File: src/rtl/bdlp_pkg.sv
// bdlp_pkg: shared types and constants for the button debounce / long press core
// no dependencies
package bdlp_pkg;

    localparam int TICKS_W = 16;
    localparam logic [TICKS_W-1:0] LONG_PRESS_RESET = 16'd2000;

    typedef enum logic [1:0] {
        MODE_TICK         = 2'd0,
        MODE_TAKE_PRESS   = 2'd1,
        MODE_TAKE_RELEASE = 2'd2,
        MODE_TAKE_LONG    = 2'd3
    } t_mode;

    typedef struct packed {
        t_mode mode;
        logic  switch_level;
    } t_item;

    typedef struct packed {
        logic event_res;
        logic held;
        logic pressed_pending;
        logic released_pending;
        logic long_pending;
    } t_result;

endpackage

File: src/rtl/bdlp_in_reg.sv
// bdlp_in_reg: input register stage holding one accepted beat
// depends on bdlp_pkg
module bdlp_in_reg import bdlp_pkg::*; (
    input  logic  i_clk,
    input  logic  i_rst_n,
    input  logic  i_in_valid,
    output logic  o_in_stall,
    input  t_item i_item,
    input  logic  i_out_ready,
    output logic  o_valid,
    output t_item o_item
);

    logic  r_valid;
    t_item r_item;
    logic  w_load;

    assign o_in_stall = r_valid && !i_out_ready;
    assign w_load     = !o_in_stall;

    always_ff @(posedge i_clk) begin
        if (!i_rst_n) begin
            r_valid <= 1'b0;
        end else if (w_load) begin
            r_valid <= i_in_valid;
        end
    end

    always_ff @(posedge i_clk) begin
        if (w_load && i_in_valid) begin
            r_item <= i_item;
        end
    end

    assign o_valid = r_valid;
    assign o_item  = r_item;

endmodule

File: src/rtl/bdlp_engine.sv
// bdlp_engine: debounce integrator, event flags, hold counter and threshold register
// depends on bdlp_pkg
module bdlp_engine import bdlp_pkg::*; #(
    parameter int INTEGRATOR_TOP = 31
) (
    input  logic               i_clk,
    input  logic               i_rst_n,
    input  logic               i_cfg_we,
    input  logic [TICKS_W-1:0] i_cfg_wdata,
    input  logic               i_fire,
    input  t_item              i_item,
    output t_result            o_result
);

    localparam int IW = $clog2(INTEGRATOR_TOP + 1);
    localparam logic [IW-1:0] TOP_V     = IW'(INTEGRATOR_TOP);
    localparam logic [IW-1:0] TOP_M1_V  = IW'(INTEGRATOR_TOP - 1);
    localparam logic [IW-1:0] ONE_V     = IW'(1);
    localparam logic [IW-1:0] TWO_V     = IW'(2);
    localparam logic [IW:0]   TWO_EXT   = (IW+1)'(2);
    localparam logic [IW:0]   TOP_M1_EXT = (IW+1)'(INTEGRATOR_TOP - 1);

    logic [TICKS_W-1:0] r_ticks;
    logic [IW-1:0]      r_int, n_int;
    logic               r_held, n_held;
    logic               r_press, n_press;
    logic               r_release, n_release;
    logic [TICKS_W-1:0] r_hold, n_hold;

    logic [IW:0]        w_sum;
    logic [TICKS_W:0]   w_hold_inc;
    logic               w_ev;

    always_comb begin
        n_int     = r_int;
        n_held    = r_held;
        n_press   = r_press;
        n_release = r_release;
        n_hold    = r_hold;
        w_ev      = 1'b0;
        w_sum     = '0;
        w_hold_inc = '0;
        case (i_item.mode)
            MODE_TICK: begin
                if (i_item.switch_level) begin
                    w_sum = {1'b0, r_int} + (IW+1)'(1);
                end else if (r_int != '0) begin
                    w_sum = {1'b0, r_int} - (IW+1)'(1);
                end
                if (w_sum < TWO_EXT) begin
                    if (r_int == TWO_V) begin
                        n_press = 1'b1;
                    end
                    n_int  = ONE_V;
                    n_held = 1'b1;
                end else if (w_sum > TOP_M1_EXT) begin
                    if (r_int == TOP_M1_V) begin
                        n_release = 1'b1;
                    end
                    n_int  = TOP_V;
                    n_held = 1'b0;
                end else begin
                    n_int = w_sum[IW-1:0];
                end
                if (n_held) begin
                    w_hold_inc = {1'b0, r_hold} + (TICKS_W+1)'(1);
                end
                if (w_hold_inc >= {1'b0, r_ticks}) begin
                    n_hold = r_ticks;
                end else begin
                    n_hold = w_hold_inc[TICKS_W-1:0];
                end
            end
            MODE_TAKE_PRESS: begin
                w_ev    = r_press;
                n_press = 1'b0;
            end
            MODE_TAKE_RELEASE: begin
                w_ev      = r_release;
                n_release = 1'b0;
            end
            MODE_TAKE_LONG: begin
                if (r_hold >= r_ticks) begin
                    n_hold = '0;
                    w_ev   = 1'b1;
                end
            end
            default: begin
                w_ev = 1'b0;
            end
        endcase
    end

    always_ff @(posedge i_clk) begin
        if (!i_rst_n) begin
            r_ticks   <= LONG_PRESS_RESET;
            r_int     <= TOP_V;
            r_held    <= 1'b0;
            r_press   <= 1'b0;
            r_release <= 1'b0;
            r_hold    <= '0;
        end else begin
            if (i_cfg_we) begin
                r_ticks <= i_cfg_wdata;
            end
            if (i_fire) begin
                r_int     <= n_int;
                r_held    <= n_held;
                r_press   <= n_press;
                r_release <= n_release;
                r_hold    <= n_hold;
            end
        end
    end

    assign o_result.event_res        = w_ev;
    assign o_result.held             = n_held;
    assign o_result.pressed_pending  = n_press;
    assign o_result.released_pending = n_release;
    assign o_result.long_pending     = (n_hold >= r_ticks);

endmodule

File: src/rtl/bdlp_out_reg.sv
// bdlp_out_reg: result register on the output channel
// depends on bdlp_pkg
module bdlp_out_reg import bdlp_pkg::*; (
    input  logic    i_clk,
    input  logic    i_rst_n,
    input  logic    i_valid,
    input  t_result i_result,
    output logic    o_ready,
    output logic    o_out_valid,
    input  logic    i_out_stall,
    output t_result o_result
);

    logic    r_valid;
    t_result r_result;

    assign o_ready = !r_valid || !i_out_stall;

    always_ff @(posedge i_clk) begin
        if (!i_rst_n) begin
            r_valid <= 1'b0;
        end else if (o_ready) begin
            r_valid <= i_valid;
        end
    end

    always_ff @(posedge i_clk) begin
        if (o_ready && i_valid) begin
            r_result <= i_result;
        end
    end

    assign o_out_valid = r_valid;
    assign o_result    = r_result;

endmodule

File: src/rtl/button_debounce_long_press_core.sv
// button_debounce_long_press_core: top level of the integrating debouncer with long press
// depends on bdlp_pkg, bdlp_in_reg, bdlp_engine, bdlp_out_reg
//
// Takes one beat per clock while the input is not stalled and returns exactly one result
// beat for each. An accepted beat is held in the input register, and the integrator, flags
// and hold counter update as it moves on into the result register, where the result is
// shown until it is taken. A stalled result holds and, once the input register is also
// full, stalls the input. A tick (mode 0) moves the integrator; level 0 counts toward
// pressed. Modes 1, 2 and 3 read and clear the press, release and long press events. The
// user must write the long press threshold register through i_cfg_we / i_cfg_wdata while
// no beat is in flight; the core itself does not enforce this.
module button_debounce_long_press_core import bdlp_pkg::*; #(
    parameter int INTEGRATOR_TOP = 31
) (
    input  logic               i_clk,
    input  logic               i_rst_n,
    input  logic               i_cfg_we,
    input  logic [TICKS_W-1:0] i_cfg_wdata,
    input  logic               i_in_valid,
    output logic               o_in_stall,
    input  logic [1:0]         i_mode,
    input  logic               i_switch_level,
    output logic               o_out_valid,
    input  logic               i_out_stall,
    output logic               o_event_res,
    output logic               o_held,
    output logic               o_pressed_pending,
    output logic               o_released_pending,
    output logic               o_long_pending
);

    t_item   w_in_item;
    t_item   w_stage_item;
    logic    w_stage_valid;
    logic    w_out_ready;
    t_result w_result;
    t_result w_out_result;

    assign w_in_item.mode         = t_mode'(i_mode);
    assign w_in_item.switch_level = i_switch_level;

    bdlp_in_reg u_in_reg (
        .i_clk       (i_clk),
        .i_rst_n     (i_rst_n),
        .i_in_valid  (i_in_valid),
        .o_in_stall  (o_in_stall),
        .i_item      (w_in_item),
        .i_out_ready (w_out_ready),
        .o_valid     (w_stage_valid),
        .o_item      (w_stage_item)
    );

    bdlp_engine #(
        .INTEGRATOR_TOP (INTEGRATOR_TOP)
    ) u_engine (
        .i_clk       (i_clk),
        .i_rst_n     (i_rst_n),
        .i_cfg_we    (i_cfg_we),
        .i_cfg_wdata (i_cfg_wdata),
        .i_fire      (w_stage_valid && w_out_ready),
        .i_item      (w_stage_item),
        .o_result    (w_result)
    );

    bdlp_out_reg u_out_reg (
        .i_clk       (i_clk),
        .i_rst_n     (i_rst_n),
        .i_valid     (w_stage_valid),
        .i_result    (w_result),
        .o_ready     (w_out_ready),
        .o_out_valid (o_out_valid),
        .i_out_stall (i_out_stall),
        .o_result    (w_out_result)
    );

    assign o_event_res        = w_out_result.event_res;
    assign o_held             = w_out_result.held;
    assign o_pressed_pending  = w_out_result.pressed_pending;
    assign o_released_pending = w_out_result.released_pending;
    assign o_long_pending     = w_out_result.long_pending;

endmodule

File: config.mk
export PLATFORM = sky130hd
export DESIGN_NAME = button_debounce_long_press_core
export DESIGN_NICKNAME = d
export VERILOG_FILES = /design/src/rtl/bdlp_pkg.sv /design/src/rtl/bdlp_in_reg.sv /design/src/rtl/bdlp_engine.sv /design/src/rtl/bdlp_out_reg.sv /design/src/rtl/button_debounce_long_press_core.sv
export SDC_FILE = /design/constraint.sdc
export NUM_CORES = 1
export LEC_CHECK = 0
export BUFFER_PORTS_ARGS = -buffer_cell sky130_fd_sc_hd__buf_2
export CORE_MARGIN = 2
export CORE_UTILIZATION = 50
export DETAILED_ROUTE_END_ITERATION = 7
export GPL_TIMING_DRIVEN = 1
export HOLD_SLACK_MARGIN = 0.03
export PLACE_DENSITY = 0.74
export SETUP_SLACK_MARGIN = 0.02
export SLEW_MARGIN = 20
export SYNTH_ARGS = -nofsm -noshare
export SYNTH_HDL_FRONTEND = slang
export SYNTH_SLANG_ARGS = --single-unit
File: constraint.sdc
create_clock -name i_clk -period 8.7 [get_ports i_clk]
set_input_delay 1.74 -clock i_clk [delete_from_list [all_inputs] [get_ports i_clk]]
set_output_delay 1.74 -clock i_clk [all_outputs]
set_load 0.05 [all_outputs]
==> metrics, run 1 <==
clock share of power=0.284; hold depth=2; postcts setup bufs=0; port bufs=30; RR Endpoint=u_out_reg.o_result[0]$_DFFE_PP_; total wire length=10610 µm; slew of the pin with the lowest slew margin=0.8723 ns; DR DRC count=0; CTS Buffer Depth=2; RSZ-0062 raised after global routing=false; Max FO, Critical Path=33; Row Count=33; vias per cell=6.130; CTS Buf Count=5; outcome=finished clean; syn_nets=602; Max Cap Viol=0; Leak Pwr=1.885 nW; RD Place Congestion=0.9440; Initial DRC Count=242; CP Launch Type=flip-flop; P per Cell Area=111.3 nW/µm²; Peak VDD IR=0.07453 mV; core outline area=8258 µm²; Crit Path Category=flip-flop to flip-flop; Final Setup Violations=0; sw frac=0.3077; internal power=0.3476 mW; synth warn=0; most frequent cells in the layout=57 x ha_1, 42 x dfxtp_1, 38 x nor2_1; Slew Viols, Final=0; vias in the first global route=3612; hold crit path type=flip-flop to flip-flop; EDFF count, synth=8; GRT Util Overall=0.2230; ys async rst share=0; fin util=0.5462; number of H-tree levels=2; max frequency=0.1405 GHz; Final Non-Filler Cells=633; Ant. Diodes=0; Hold Vio Cnt, Final=0; beginning of the worst hold path=u_engine.r_hold[4]$_SDFFE_PN0P_; setup TNS=0 ns; layout cells sized above 1=0.1061; first-pass GRT wire length=17480 µm; Placed Cells incl. Taps=625; crit path capture type=flip-flop; part of the power in registers=0.513; post-CTS resize count=0; reg2reg path depth=26; Synth cell types=60; commonest non-fill, non-tap cell in the layout=ha_1; Tcrit/Tclk final=0.8179; die width=96.61 µm; ANT nets after route=0; Fin Hold WS=0.5293 ns; NetSw=0.1545 mW; Die ar.=9333 µm²; maximum number of pins on one net before global-route repair=44; reg-to-reg startpoint=u_engine.r_int[0]$_SDFFE_PN1P_; Tmin final=7.116 ns; CP Data Arrival Time=7.18 ns; Worst Path Required=8.76 ns; starting density of the core=0.5192; synthesized area=4288 µm²; number of hold buffers added after CTS=0; Vias=3880; clock sink count=50; Clock Skew=0.007671 ns; Top Ports=31; worst rel slew slack=0.4172; dpl hpwl=7673 µm; Worst-path clk slew=0.09 ns; Clock Latency Late Sink=0.30 ns; R2R Setup Slk=1.58 ns; Layout Nets=608; syn_area_per_cell=8.230 µm²; initial antenna violation count=0; Seq cells post-synth=50; root buffer cell=clkbuf_8; Layout area overhead=5.194%; Comb pwr share=0.203; hold endpoint=u_engine.r_hold[4]$_SDFFE_PN0P_; routed len/inst=16.76 µm; Die Y-Extent=96.61 µm; grt total ovfl=0; # fillers=790; sequential-to-total area share from yosys stat=0.2521; ys flop type=dfxtp_1; First-pass DRT Iterations=8; Mapped Cells=521; CTS tree=yes
==> layer usage <==
metal,part of all wire,GRT usage,vias up
li1,-,-,1936
met1,0.50,0.3242,1803
met2,0.45,0.3467,123
met3,0.044,0.02890,18
met4,0.014,0.06284,0
met5,0,0,-
==> worst max path at each step <==
| stage | to | cells past startpoint | from |
|---|---|---|---|
| after floorplan | u_out_reg.o_result[0]$_DFFE_PP_ | 30 | u_engine.r_int[0]$_SDFFE_PN1P_ |
| after global placement | u_out_reg.o_result[0]$_DFFE_PP_ | 26 | u_engine.r_int[0]$_SDFFE_PN1P_ |
| after detailed placement | u_out_reg.o_result[0]$_DFFE_PP_ | 26 | u_engine.r_int[0]$_SDFFE_PN1P_ |
| after CTS | u_out_reg.o_result[0]$_DFFE_PP_ | 26 | u_engine.r_int[0]$_SDFFE_PN1P_ |
| after global routing | u_out_reg.o_result[0]$_DFFE_PP_ | 26 | u_engine.r_int[0]$_SDFFE_PN1P_ |
| final | u_out_reg.o_result[0]$_DFFE_PP_ | 26 | u_engine.r_int[0]$_SDFFE_PN1P_ |
==> cell usage after synthesis, drive strengths merged, types with 5 or more instances <==
| master | instances | share of area |
|---|---|---|
| a21oi | 36 | 0.045 |
| nor3 | 19 | 0.022 |
| nand2b | 7 | 0.010 |
| a21o | 7 | 0.012 |
| o211ai | 10 | 0.018 |
| nand4 | 5 | 0.0073 |
| nor2 | 39 | 0.036 |
| xnor2 | 10 | 0.020 |
| inv | 32 | 0.028 |
| a221o | 9 | 0.021 |
| nand2 | 29 | 0.025 |
| ha | 57 | 0.17 |
| and3 | 6 | 0.0088 |
| mux2i | 16 | 0.037 |
| o22ai | 10 | 0.015 |
| o21ai | 35 | 0.041 |
| dfxtp | 42 | 0.20 |
| a22oi | 5 | 0.0088 |
| buf | 7 | 0.015 |
| edfxtp | 8 | 0.056 |
| nor2b | 19 | 0.028 |
| clkbuf | 25 | 0.022 |
| a211oi | 7 | 0.013 |
| nand3 | 18 | 0.021 |
| or3 | 7 | 0.010 |
==> sequential cells by signal, indices dropped and copies added (netlist names) <==
name	cells
u_in_reg.o_item	3
u_engine.r_hold	16
u_engine.r_ticks	16
u_engine.r_press	1
u_in_reg.o_valid	1
u_engine.r_int	5
u_engine.r_release	1
u_out_reg.o_result	5
u_engine.r_held	1
u_out_reg.o_out_valid	1
==> through the flow <==
step	area, µm²	setup WS (ns)	power, mW
after global routing	4511	1.040	0.5304
after detailed placement	4419	1.717	0.3629
final	4511	1.584	0.5021
after CTS	4511	1.724	0.5066
after global placement	4419	2.014	0.3607
after floorplan	4288	2.675	0.3352
==> worst max-delay path, stage by stage, from the launching register on <==
cell	delay, ns
dfxtp_1	0.57
inv_1	0.15
ha_1	0.30
nand2b_1	0.11
a22oi_1	0.06
o21ai_0	0.41
a41oi_2	0.27
a21oi_4	0.76
nor2_1	0.12
ha_1	0.32
a21o_1	0.16
a211oi_1	0.27
and3_1	0.19
a221o_1	0.17
nand4_1	0.54
nor2_4	0.62
a211oi_1	0.15
a211o_1	0.26
ha_1	0.28
nand2b_1	0.14
a21oi_1	0.14
nor2b_1	0.06
o21ai_0	0.16
a21oi_1	0.09
o211ai_1	0.19
nand3_1	0.12
a211o_1	0.27
==> kinds of logic (layout without fill, tap and decap cells) <==
family,Yosys count,in the layout,synth area share
DFF,50,50,0.2521
buffers and inverters,64,71,0.06478
muxes,19,19,0.04523
xor gates and xnor gates,11,11,0.02247
adders and majority gates,57,57,0.1663
AOI/OAI and AO/OA,150,150,0.2413
and+or+nand+nor,170,170,0.2078
==> final cells by class <==
class,count,area [µm²],area share
clock buffers,7,86.33,0.01914
clock inverters,1,5.005,0.001110
inverters,32,120.1,0.02663
multi-input cells,407,2929,0.6494
flip-flops and latches,50,1081,0.2397
well taps,105,131.4,0.02913
repair buffers,31,157.7,0.03495
==> power groups by stage <==
stage	clock (mW)	sequential (mW)	combinational, mW
3_3_place_gp	0	0.262	0.0984
4_1_cts	0.148	0.257	0.101
5_1_grt	0.158	0.259	0.113
2_1_floorplan	0	0.261	0.0741
3_5_place_dp	0	0.262	0.101
6_report	0.143	0.258	0.102
Note: power is estimated with default switching activity, not from simulation.
==> inputs of run 2 (changes only) <==
--- a/config.mk
+++ b/config.mk
@@ -11,7 +11,7 @@
 export DETAILED_ROUTE_END_ITERATION = 7
 export GPL_TIMING_DRIVEN = 1
 export HOLD_SLACK_MARGIN = 0.03
-export PLACE_DENSITY = 0.74
+export PLACE_DENSITY = 0.77
 export SETUP_SLACK_MARGIN = 0.02
 export SLEW_MARGIN = 20
 export SYNTH_ARGS = -nofsm -noshare
==> constraint.sdc (replaced) <==
create_clock -name i_clk -period 5.76 [get_ports i_clk]
set_input_delay 1.152 -clock i_clk [delete_from_list [all_inputs] [get_ports i_clk]]
set_output_delay 1.152 -clock i_clk [all_outputs]
set_load 0.05 [all_outputs]
==> run 2 against run 1 <==
Effect of this change: the run now ends with negative setup slack left; total power up 56%; routed wire length up 10%; clock power is 53% higher; non-clock buffer count is 34 higher; setup slack worse by 1.6 ns; first-iteration DRC count grew 41%; combinational power grew 75%; utilization grew 4.8 points; clock skew rose by 0.0023 ns; die area unchanged; largest cell class unchanged; critical endpoint unchanged; worst hold slack better by 0.0021 ns; largest power group unchanged.
==> metrics, run 2 (synthesis gave the netlist of run 1 again) <==
Tcrit/Tclk final=1.008; root buffer cell=clkbuf_8; Final Non-Filler Cells=668; Final WS setup=-0.04623 ns; hold crit path type=flip-flop to flip-flop; number of H-tree levels=2; Worst Setup SP=u_engine.r_int[0]$_SDFFE_PN1P_; CTS Buf Count=5; Row Count=33; Peak VDD IR=0.1061 mV; DP Area=4613 µm²; Leak Pwr=2.042 nW; dpl hpwl=8282 µm; outcome=finished, violations left; Top Ports=31; CTS tree=yes; starting density of the core=0.5192; CP Data Arrival Time=5.88 ns; Worst Path Required=5.84 ns; initial antenna violation count=0; routed len/inst=17.51 µm; port bufs=30; layout cells sized above 1=0.1972; Clock Latency Late Sink=0.31 ns; Die Y-Extent=96.61 µm; most frequent cells in the layout=53 x ha_1, 40 x dfxtp_1, 36 x nor2_1; worst rel slew slack=0.4586; Fin Hold WS=0.5314 ns; design area=4910 µm²; First-pass DRT Iterations=5; ANT nets after route=0; Layout Nets=643; CP Launch Type=flip-flop; Max FO, Critical Path=6; total wire length=11700 µm; top flop regs=u_engine.r_hold x16, u_engine.r_ticks x16; GRT Util Overall=0.2439; Worst-path clk slew=0.10 ns; Hold Vio Cnt, Final=0; grt total ovfl=0; FF/Latch Area=1086 µm²; Die ar.=9333 µm²; maximum number of pins on one net before global-route repair=44; critical path's top delay family=compound AO/OA/AOI/OAI gates; beginning of the worst hold path=u_engine.r_hold[4]$_SDFFE_PN0P_; Placed Cells incl. Taps=647; Vias=4108; reg-to-reg startpoint=u_engine.r_int[0]$_SDFFE_PN1P_; first-pass GRT wire length=19060 µm; vias per cell=6.150; slowest cell on the critical path=or4b_4; slew of the pin with the lowest slew margin=0.8121 ns; fin util=0.5945; core outline area=8258 µm²; Crit Path Category=flip-flop to flip-flop; area of the multi-input gates=3048 µm²; max frequency=0.1722 GHz; P per Cell Area=159.7 nW/µm²; vias in the first global route=3966; CTS Buffer Depth=2; number of hold buffers added after CTS=0; RD Place Congestion=0.9370; commonest non-fill, non-tap cell in the layout=ha_1; Clock Skew=0.009989 ns; crit path capture type=flip-flop; # fillers=740; CP bufs+invs=3; max incr delay on CP=0.47 ns; die width=96.61 µm; Max Cap Viol=0; Ant. Diodes=0; Tmin final=5.806 ns; Initial DRC Count=341; Slew Viols, Final=0; RSZ-0062 raised after global routing=true; clock sink count=50; Layout area overhead=14.50%; DR DRC count=0; Final Setup Violations=1; failing checks=negative setup slack
run 2: final timing paths:
check                               endpoint  cells after the start  slack [ns]
max reg2reg  u_out_reg.o_result[0]$_DFFE_PP_                     27       -0.05
max          u_out_reg.o_result[0]$_DFFE_PP_                     27       -0.05
min reg2reg  u_engine.r_hold[4]$_SDFFE_PN0P_                      2        0.53
min          u_engine.r_hold[4]$_SDFFE_PN0P_                      2        0.53
run 2: final cells by class:
cell class	count	area share
Clock buffer	5	0.01402
Clock inverter	3	0.005097
Inverter	32	0.02497
Multi-Input combinational cell	408	0.6208
Sequential cell	50	0.2212
Tap cell	105	0.02676
Timing Repair Buffer	65	0.08716
run 2: worst reg2reg max path: cells and delay by family, from the launching register on:
kind | cells | cell delay (ns)
AOI/OAI and AO/OA | 13 | 2.48
adders and majority gates | 3 | 0.63
buffers and inverters | 3 | 0.35
DFF | 1 | 0.37
and+or+nand+nor | 8 | 1.76
run 2: per-layer routing:
layer / wire length, µm / GRT usage / up-vias / share of wire
met5: 0 / 0 / - / 0
met4: 276 / 0.08451 / 0 / 0.024
met3: 550 / 0.02818 / 24 / 0.047
met2: 5545 / 0.4097 / 145 / 0.47
met1: 5326 / 0.3246 / 1929 / 0.46
li1: - / - / 2010 / -
run 2: where the power goes:
group | total, mW | switching, mW | internal, mW
clock network | 0.219 | 0.131 | 0.0880
logic | 0.178 | 0.108 | 0.0702
registers | 0.387 | 0.0178 | 0.369
total | 0.784 | 0.256 | 0.528
run 2: through the flow:
| step | setup TNS [ns] | total power, mW | setup slack, ns |
|---|---|---|---|
| final | -0.04623 | 0.7839 | -0.04623 |
| after global routing | -0.2519 | 0.8261 | -0.2519 |
| after CTS | 0 | 0.7817 | 0.02405 |
| after global placement | 0 | 0.5512 | 0.1116 |
| after floorplan | 0 | 0.5087 | 0.02996 |
| after detailed placement | -0.07199 | 0.5564 | -0.07199 |
run 2: what timing repair did:
item,4_1_cts,5_1_grt
endpoints found under the setup margin,1,1
gates cloned,1,0
pin swaps,5,25
resized for setup,4,22
setup buffers,5,7
==> inputs of run 3 (changes only) <==
--- a/config.mk
+++ b/config.mk
@@ -7,11 +7,11 @@
 export LEC_CHECK = 0
 export BUFFER_PORTS_ARGS = -buffer_cell sky130_fd_sc_hd__buf_2
 export CORE_MARGIN = 2
-export CORE_UTILIZATION = 50
+export CORE_UTILIZATION = 56
 export DETAILED_ROUTE_END_ITERATION = 7
 export GPL_TIMING_DRIVEN = 1
 export HOLD_SLACK_MARGIN = 0.03
-export PLACE_DENSITY = 0.77
+export PLACE_DENSITY = 0.84
 export SETUP_SLACK_MARGIN = 0.02
 export SLEW_MARGIN = 20
 export SYNTH_ARGS = -nofsm -noshare
==> run 3 against run 2 <==
Effect of this change: the flow still finishes with violations (negative setup slack); cell count shrank 1.5%; clock skew shrank 0.0038 ns; clock power down 9%; worst hold slack better by 0.0053 ns; global-route usage is 3.7 points higher; first-iteration DRC count grew 20%; cell area down 1.8%; largest cell class unchanged; routed wire length rose by 3.3%; fmax down 0.42%; flip-flop and latch count stayed put; register-to-register slack lost 0.02 ns; non-clock buffer count down 4.
==> metrics, run 3 (synthesis gave the netlist of run 1 again) <==
layout cells sized above 1=0.1789; Initial DRC Count=408; Fin Hold WS=0.5367 ns; RSZ-0062 raised after global routing=true; vias in the first global route=4079; P per Cell Area=158.9 nW/µm²; root buffer cell=clkbuf_8; number of H-tree levels=2; most frequent cells in the layout=56 x ha_1, 41 x dfxtp_1, 37 x nor2_1; Worst Path Required=5.83 ns; Die Y-Extent=91.51 µm; ANT nets after route=0; crit path capture type=flip-flop; vias per cell=6.600; Clock Skew=0.006180 ns; maximum number of pins on one net before global-route repair=44; Final WS setup=-0.07085 ns; number of hold buffers added after CTS=0; Peak VDD IR=0.1140 mV; Slew Viols, Final=0; critical path endpoint=u_out_reg.o_result[0]$_DFFE_PP_; CTS Buf Count=5; Final Setup Violations=1; hold crit path type=flip-flop to flip-flop; reg-to-reg startpoint=u_engine.r_int[1]$_SDFFE_PN1P_; Die ar.=8373 µm²; CP Data Arrival Time=5.90 ns; clock sink count=50; Clock Latency Late Sink=0.30 ns; Max FO, Critical Path=11; Layout Nets=639; grt total ovfl=0; total wire length=12080 µm; Layout area overhead=12.46%; Ant. Diodes=0; Leak Pwr=2.035 nW; dpl ws=-0.06691 ns; first-pass GRT wire length=19260 µm; RR Endpoint=u_out_reg.o_result[0]$_DFFE_PP_; Worst Setup SP=u_engine.r_int[1]$_SDFFE_PN1P_; reg2reg path depth=24; worst rel slew slack=0.4691; total design power=0.7660 mW; failing checks=negative setup slack; # fillers=574; Final Non-Filler Cells=658; Worst-path clk slew=0.09 ns; DR DRC count=0; Tmin final=5.831 ns; Row Count=31; Vias=4343; top flop regs=u_engine.r_hold x16, u_engine.r_ticks x16; GRT Util Overall=0.2806; R2R Setup Slk=-0.07 ns; starting density of the core=0.5849; Max Cap Viol=0; DP Area=4561 µm²; slew of the pin with the lowest slew margin=0.7963 ns; Top Ports=31; First-pass DRT Iterations=5; dpl hpwl=8246 µm; RD Place Congestion=1.005; die width=91.51 µm; commonest non-fill, non-tap cell in the layout=ha_1; initial antenna violation count=0; design area=4822 µm²; Tcrit/Tclk final=1.012; max frequency=0.1715 GHz; outcome=finished, violations left; Placed Cells incl. Taps=635; CTS Buffer Depth=2; core outline area=7331 µm²; port bufs=30; setup TNS=-0.07085 ns; CP Launch Type=flip-flop; fin util=0.6578; routed len/inst=18.36 µm; Hold Vio Cnt, Final=0; CTS tree=yes; Crit Path Category=flip-flop to flip-flop
run 3: metal layers:
layer	part of all wire	up-vias	GRT usage
li1	-	2013	-
met1	0.41	2014	0.3625
met2	0.47	259	0.4565
met3	0.087	57	0.04813
met4	0.037	0	0.1263
met5	0	-	0
run 3: report_power, final:
part | switching (mW) | leakage, nW | internal (mW)
Combinational | 0.109 | 1.57 | 0.0695
Clock | 0.116 | 0.0426 | 0.0839
Sequential | 0.0175 | 0.421 | 0.370
run 3: cell type report:
| cell class | count | area, µm² | share of cell area |
|---|---|---|---|
| clock buffer | 6 | 72.57 | 0.01505 |
| sequential | 50 | 1082 | 0.2244 |
| tap | 99 | 123.9 | 0.02569 |
| clock inverter | 2 | 8.758 | 0.001816 |
| inverter | 32 | 122.6 | 0.02543 |
| multi-input combinational | 408 | 3014 | 0.6251 |
| timing repair buffer | 61 | 397.9 | 0.08251 |
run 3: how the worst min path moves through the flow:
stage	endpoint	slack (ns)	cells past startpoint	startpoint
floorplan	u_out_reg.o_out_valid$_SDFFE_PN0N_	0.48	2	u_in_reg.o_valid$_SDFFE_PN0N_
global placement	u_out_reg.o_out_valid$_SDFFE_PN0N_	0.50	2	u_in_reg.o_valid$_SDFFE_PN0N_
detailed placement	u_engine.r_hold[4]$_SDFFE_PN0P_	0.52	2	u_engine.r_hold[4]$_SDFFE_PN0P_
CTS	u_engine.r_hold[4]$_SDFFE_PN0P_	0.53	2	u_engine.r_hold[4]$_SDFFE_PN0P_
global route	u_engine.r_hold[4]$_SDFFE_PN0P_	0.55	2	u_engine.r_hold[4]$_SDFFE_PN0P_
finish	u_engine.r_hold[4]$_SDFFE_PN0P_	0.54	2	u_engine.r_hold[4]$_SDFFE_PN0P_
run 3: what timing repair did:
item / in CTS / in global routing
setup buffers: 6 / 8
pin swaps: 3 / 13
resized for setup: 5 / 13
endpoints found under the setup margin: 1 / 1
gates cloned: 1 / 0
run 3: critical path, stage by stage (launching register included):
cell and delay [ns]:
dfxtp_1 0.33, inv_2 0.09, ha_4 0.14, or4b_4 0.47, and4b_1 0.21, or3_4 0.38, a41oi_4 0.35, a21oi_4 0.14
or2_2 0.30, ha_1 0.28, nor3b_1 0.04, o21ai_0 0.15, o2111ai_1 0.12, a221o_1 0.41, nand4_1 0.22, buf_6 0.23
nor3_1 0.07, a221o_1 0.27, mux2_2 0.27, ha_1 0.18, a21o_1 0.15, a21o_1 0.17, a21oi_1 0.19, nand3_1 0.16
a211o_1 0.28
